===== config.mk =====
export PLATFORM = sky130hd
export DESIGN_NAME = pwtw_div
export DESIGN_NICKNAME = d
export VERILOG_FILES = /design/src/hdl/pwtw_div.sv
export SDC_FILE = /design/constraint.sdc
export NUM_CORES = 1
export LEC_CHECK = 0
export CORE_MARGIN = 2
export CORE_UTILIZATION = 57
export CTS_CLUSTER_SIZE = 14
export DETAILED_ROUTE_END_ITERATION = 6
export DONT_BUFFER_PORTS = 1
export HOLD_SLACK_MARGIN = 0.15
export PLACE_DENSITY = 0.75
export SLEW_MARGIN = 20
export SYNTH_ARGS = -nofsm -noshare
export SYNTH_HDL_FRONTEND = slang
export SYNTH_SLANG_ARGS = --single-unit

===== constraint.sdc =====
create_clock -name clock -period 2.1 [get_ports clock]
set_input_delay 0.315 -clock clock [delete_from_list [all_inputs] [get_ports clock]]
set_output_delay 0.315 -clock clock [all_outputs]
set_load 0.02 [all_outputs]

===== src/hdl/pwtw_div.sv =====
// ============================================================================
// pwtw_div: restoring divider, one quotient bit per cycle
// Start loads the operands; done pulses when the quotient is ready.
// ============================================================================
module pwtw_div #(
   parameter int NUM_W = 27,
   parameter int DEN_W = 11
) (
   input  logic             clock,
   input  logic             reset,
   input  logic             start,
   input  logic [NUM_W-1:0] num,
   input  logic [DEN_W-1:0] den,
   output logic [NUM_W-1:0] quo,
   output logic             done
);

   localparam int CW = $clog2(NUM_W + 1);

   logic             busy_ff, busy_in;
   logic             done_ff, done_in;
   logic [CW-1:0]    cnt_ff, cnt_in;
   logic [DEN_W-1:0] rem_ff, rem_in;
   logic [DEN_W-1:0] den_ff, den_in;
   logic [NUM_W-1:0] quo_ff, quo_in;
   logic [DEN_W:0]   shifted;
   logic [DEN_W:0]   diff;
   logic             ge;

   always_comb begin
      shifted = {rem_ff, quo_ff[NUM_W-1]};
      ge      = shifted >= {1'b0, den_ff};
      diff    = shifted - {1'b0, den_ff};
      busy_in = busy_ff;
      done_in = 1'b0;
      cnt_in  = cnt_ff;
      rem_in  = rem_ff;
      den_in  = den_ff;
      quo_in  = quo_ff;
      if (start) begin
         busy_in = 1'b1;
         cnt_in  = '0;
         rem_in  = '0;
         den_in  = den;
         quo_in  = num;
      end else if (busy_ff) begin
         rem_in = ge ? diff[DEN_W-1:0] : shifted[DEN_W-1:0];
         quo_in = {quo_ff[NUM_W-2:0], ge};
         cnt_in = cnt_ff + 1'b1;
         if (cnt_ff == CW'(NUM_W - 1)) begin
            busy_in = 1'b0;
            done_in = 1'b1;
         end
      end
   end

   always_ff @(posedge clock) begin
      if (reset) begin
         busy_ff <= 1'b0;
         done_ff <= 1'b0;
         cnt_ff  <= '0;
      end else begin
         busy_ff <= busy_in;
         done_ff <= done_in;
         cnt_ff  <= cnt_in;
      end
      rem_ff <= rem_in;
      den_ff <= den_in;
      quo_ff <= quo_in;
   end

   assign quo  = quo_ff;
   assign done = done_ff;

endmodule


Yosys cells after proc, flatten, opt, wreduce, memory -nomap -nowiden
Index checks and enable logic that the tools add are counted.

operators by class
  add/subtract/negate cells = 2
  order comparisons = 1
  equality and inequality tests = 1
  muxes and demuxes = 7
  bitwise gates (word level) = 1
  reductions and logical operators = 3

operators by type and width
  operator             number
  $mux 27              2
  $ge 12x11->1         1
  $mux 11              1
  $sub 11x11->11       1
  $add 5x1->5 const B  1
  $eq 5x5->1 const B   1
  $mux 1               4
  $reduce_or 3->1      1
  $reduce_bool 2->1    1
  $reduce_or 2->1      1
  $not 1->1            1

word-level totals
  register bits = 56
  bits of input ports = 41
  output and inout bits = 28

Longest topological paths before layout
  depth in word-level cells = 4
  depth in mapped cells = 9
  mapped depth without buffers = 8

Worst setup path before layout
Ideal clock, no wire load.

  path type = register to register
  start point = register quo_ff[26] (netlist: quo[26])
  end point = register quo_ff[0] (netlist: quo[0]) (data pin)
  arrival time = 1.925 ns
  required time = 1.841 ns
  setup slack = -0.084 ns
  cell stages (with the launch flop) = 9
  buffers on the path = 0
  clock period less this slack = 2.184 ns
  cell sequence = edfxtp_1 inv_1 ha_1 fa_1 nor2b_4 o31a_4 o211ai_4 and2_2 mux2i_1

on the way
  cells in the longest elaborated chain, start to end = 3

RTL lines
  element                 line  text
  from (decl)             25    logic [NUM_W-1:0] quo_ff, quo_in;
  from (signal assigned)  69    quo_ff <= quo_in;
  $ge 12x11->1            32    ge = shifted >= {1'b0, den_ff};
  $mux 27                 46    end else if (busy_ff) begin
  $mux 27                 40    if (start) begin
  named net quo_in[0]     25

The timed path passes the listed nets, and every way through them passes these cells. The select of a mux whose other input is x is not followed.
A chain may end at the register's enable or synchronous reset.

Worst setup path in the final report
  start point = register quo_ff[26] (netlist: quo[26])
  end point = register rem_ff[2]

on the way
  cells in the longest elaborated chain, start to end = 2
  elaborated cells between the ends (all ways) = 3

RTL lines
  element                                                line    text
  $sub 11x11->11 / $ge 12x11->1 (equally long branches)  33, 32
  $mux 11 *                                              47      rem_in = ge ? diff[DEN_W-1:0] : shifted[DEN_W-1:0];
  to (signal assigned)                                   67      rem_ff <= rem_in;
  to (decl)                                              23      logic [DEN_W-1:0] rem_ff, rem_in;

Mark *: on every way between the ends. The rest lies on a longest branch, timed or not.

==> summary.md <==
| Metric | Value |
|---|---|
| Switching share of power | 0.301 |
| Total global routing overflow | 0 |
| DR iter-0 viols | 207 |
| Mapped Cells | 264 |
| Dpl cells | 336 |
| Slew Viols, Final | 0 |
| Crit path kind | reg -> reg |
| FF-to-FF setup slack | 0.0007 ns |
| Final Hold Violating Endpoints | 0 |
| Hold path depth | 1 |
| CP Cell Sequence | inv_1 -> ha_2 -> fa_2 -> nor2b_4 -> o31a_4 -> o211ai_4 -> a211oi_2 -> a2111oi_2 |
| CTS tree | built |
| Worst hold path class | in -> reg |
| Diode count | 0 |
| Reg2Reg Launch Point | quo[26]$_DFFE_PP_ |
| Chip Height | 77.5 um |
| Port buffer count | 0 |
| Skew final | 0.0129 ns |
| Yosys warnings | 0 |
| Reg2reg path depth | 8 |
| Synthesized area | 3080 sq um |
| Final Critical Period | 2.10 ns |
| Crit path launch type | flop |
| RSZ-0062 raised after global routing | yes |
| CTS sink cnt | 56 |
| Syn_nets | 319 |
| Ys flop type | edfxtp_1 |
| Final instance area | 3490 sq um |
| FP Rows | 26 |
| Syn avg cell area | 11.7 sq um |
| Nets | 347 |
| PwrDens | 726 nW/um^2 |
| Leakage | 1.31 nW |
| Max stage delay cell, worst path | edfxtp_1 |
| Internal power | 1.77 mW |
| CP max FO | 5 |
| DP Area | 3170 sq um |
| Drt first pass iters | 4 |
| Die area | 6010 sq um |
| Synth cell types | 61 |
| CP peak stage delay | 0.40 ns |
| Period utilization | 1.00 |
| Area grow syn2layout | 13.2% |
| R2R Path End | rem_ff[2]$_SDFFE_PP0P_ |
| Final setup violation count | 0 |
| Via count | 2,176 |
| Core Util, Final | 0.674 |
| Clk pin slew, worst setup/hold paths | 0.11 ns |
| Worst slew pin tran | 0.899 ns |
| DRC violations left | 0 |
| Clock root buffer master | clkbuf_8 |
| Post-synth EDFFs | 38 |
| Peak VDD IR | 0.491 mV |
| CP Capture Type | flop |
| Fmax | 476 MHz |
| Power share of the clock group | 0.249 |
| Total GRT Usage | 0.207 |
| Largest net degree at the start of global routing | 45 |
| I/O pin total | 69 |
| CP Data Arrival Time | 2.31 ns |
| Final hold slack | 0.202 ns |
| Longest Clk Path Bufs | 2 |
| Vias per inst | 5.99 |
| Status | finished clean |
| Total power | 2.53 mW |
| Register share of total power | 0.558 |
| Sw Pwr | 0.763 mW |
| Initial antenna violation count | 0 |
| Final ANT Viol Nets | 0 |
| Chip width | 77.5 um |
| FFs w/ async S/R, synth | 0 |
| Hold Crit Start | start |
| Core Area | 5170 sq um |
| Logic pwr share | 0.193 |
| Total CTS buffers | 5 |
| Initial Util | 0.596 |
| Max cap viols | 0 |
| Wire length per cell | 17.3 um |
| RD Place Congestion | 0.844 |
| Worst-Skew Late Latency | 0.32 ns |
| H-Tree Depth | 2 |
| Flops & latches, synth | 56 |
| Final WL | 6.27 mm |
| Post-synthesis sequential area ratio | 0.487 |
| Vias in the first global route | 2,081 |
| First-pass GRT wire length | 9.84 mm |
| Finished Layout Cells | 363 |
| CP required | 2.31 ns |
| Worst Hold Endpoint | rem_ff[1]$_SDFFE_PP0P_ |
| Relative slew slack | 0.399 |
| Detail Placement HPWL | 4.15 mm |
| Share of cells above drive strength 1 | 0.259 |
[cell type report]
type	instances	area, sq um
repair buffers	32	294
clock inverters	3	27.5
inverters	19	71.3
clock buffers	5	68.8
well taps	70	87.6
flip-flops and latches	56	1500
fillers	368	1690
multi-input cells	178	1440
[registers in the layout, summed over array words and instances, names as in the netlist]
signal	count
done	1
rem_ff	11
quo	27
cnt_ff	5
busy_ff	1
den_ff	11
[metal layers]
layer	GRT usage	vias up	share of wire
met5	0	-	0
met4	0.0875	0	0.025
met3	0.0535	19	0.073
met2	0.306	90	0.46
met1	0.291	1016	0.44
li1	-	1051	-
[cells in the final DEF, fill, tap and decap left out, types with 6 or more instances in the layout]
cell type	Yosys	routed
inv_1	18	18
buf_4	0	13
dfxtp_1	18	18
dlygate4sd3_1	0	14
edfxtp_1	38	38
nor2_1	22	22
nor2b_1	7	7
ha_1	13	12
a21oi_1	8	8
a211oi_1	7	6
mux2_2	26	26
nand2_1	13	13
[logic make-up (layout without fill, tap and decap cells)]
logic type	after synthesis	after routing	share of synthesized area
xor gates and xnor gates	7	7	0.0199
adders and majority gates	14	14	0.0593
AOI/OAI and AO/OA	56	57	0.149
muxes	27	27	0.0983
DFF	56	56	0.487
and+or+nand+nor	73	73	0.129
buffers and inverters	31	59	0.0573
[cells in the mapped netlist, types with 2 or more instances]
| master | number | area [sq um] |
|---|---|---|
| a211oi_1 | 7 | 52.6 |
| a21o_2 | 2 | 17.5 |
| a21oi_1 | 8 | 40.0 |
| a311oi_2 | 2 | 30.0 |
| a31oi_1 | 4 | 25.0 |
| and3b_1 | 2 | 17.5 |
| and4b_2 | 2 | 22.5 |
| clkbuf_1 | 5 | 18.8 |
| clkbuf_8 | 4 | 55.1 |
| dfxtp_1 | 18 | 360 |
| edfxtp_1 | 38 | 1140 |
| ha_1 | 13 | 163 |
| inv_1 | 18 | 67.6 |
| mux2_2 | 26 | 293 |
| nand2_1 | 13 | 48.8 |
| nand2b_1 | 2 | 12.5 |
| nand4_1 | 3 | 18.8 |
| nor2_1 | 22 | 82.6 |
| nor2b_1 | 7 | 43.8 |
| nor3_1 | 6 | 30.0 |
| nor3b_1 | 4 | 30.0 |
| o2111ai_1 | 3 | 26.3 |
| o21a_1 | 3 | 22.5 |
| o21ai_0 | 6 | 30.0 |
| o311ai_0 | 3 | 26.3 |
| o31ai_1 | 2 | 15.0 |
| or2_2 | 2 | 12.5 |
| xnor2_1 | 3 | 26.3 |
| xor2_1 | 4 | 35.0 |
[power by group through the flow]
stage          Sequential, mW  Clock, mW  Combinational, mW
2_1_floorplan            1.42          0              0.354
3_3_place_gp             1.44          0              0.425
3_5_place_dp             1.44          0              0.431
4_1_cts                  1.41      0.652              0.468
5_1_grt                  1.42      0.683              0.536
6_report                 1.41      0.629              0.489
[worst max path at each step]
stage	slack (ns)	from	end	depth (start not counted)
2_1_floorplan	-0.03	quo[26]$_DFFE_PP_	rem_ff[0]$_SDFFE_PP0P_	9
5_1_grt	-0.10	quo[26]$_DFFE_PP_	rem_ff[2]$_SDFFE_PP0P_	8
6_report	0.0007	quo[26]$_DFFE_PP_	rem_ff[2]$_SDFFE_PP0P_	8
3_5_place_dp	0.004	quo[26]$_DFFE_PP_	quo[0]$_DFFE_PP_	8
3_3_place_gp	0.04	quo[26]$_DFFE_PP_	quo[0]$_DFFE_PP_	8
4_1_cts	0.0006	quo[26]$_DFFE_PP_	rem_ff[0]$_SDFFE_PP0P_	9
[critical path, delay by kind of cell, from the launching register on]
family | cells | cell delay [ns]
DFF | 1 | 0.40
buffers and inverters | 1 | 0.07
adders and majority gates | 2 | 0.41
AOI/OAI and AO/OA | 4 | 1.05
and+or+nand+nor | 1 | 0.05
[timing repair]
item	in CTS	in global routing
pin swaps	2	9
endpoints found under the hold margin	28	0
hold buffers	14	0
cloned	0	1
buffers inserted	4	0
endpoints found under the setup margin	3	11
resized for setup	1	9
[stage by stage]
stage	TNS, ns	setup WS (ns)
2_1_floorplan	-0.0623	-0.0291
3_3_place_gp	0	0.0448
3_5_place_dp	0	0.00445
4_1_cts	0	0.000613
5_1_grt	-0.289	-0.104
6_report	0	0.000732
Note: power is estimated with default switching activity, not from simulation.
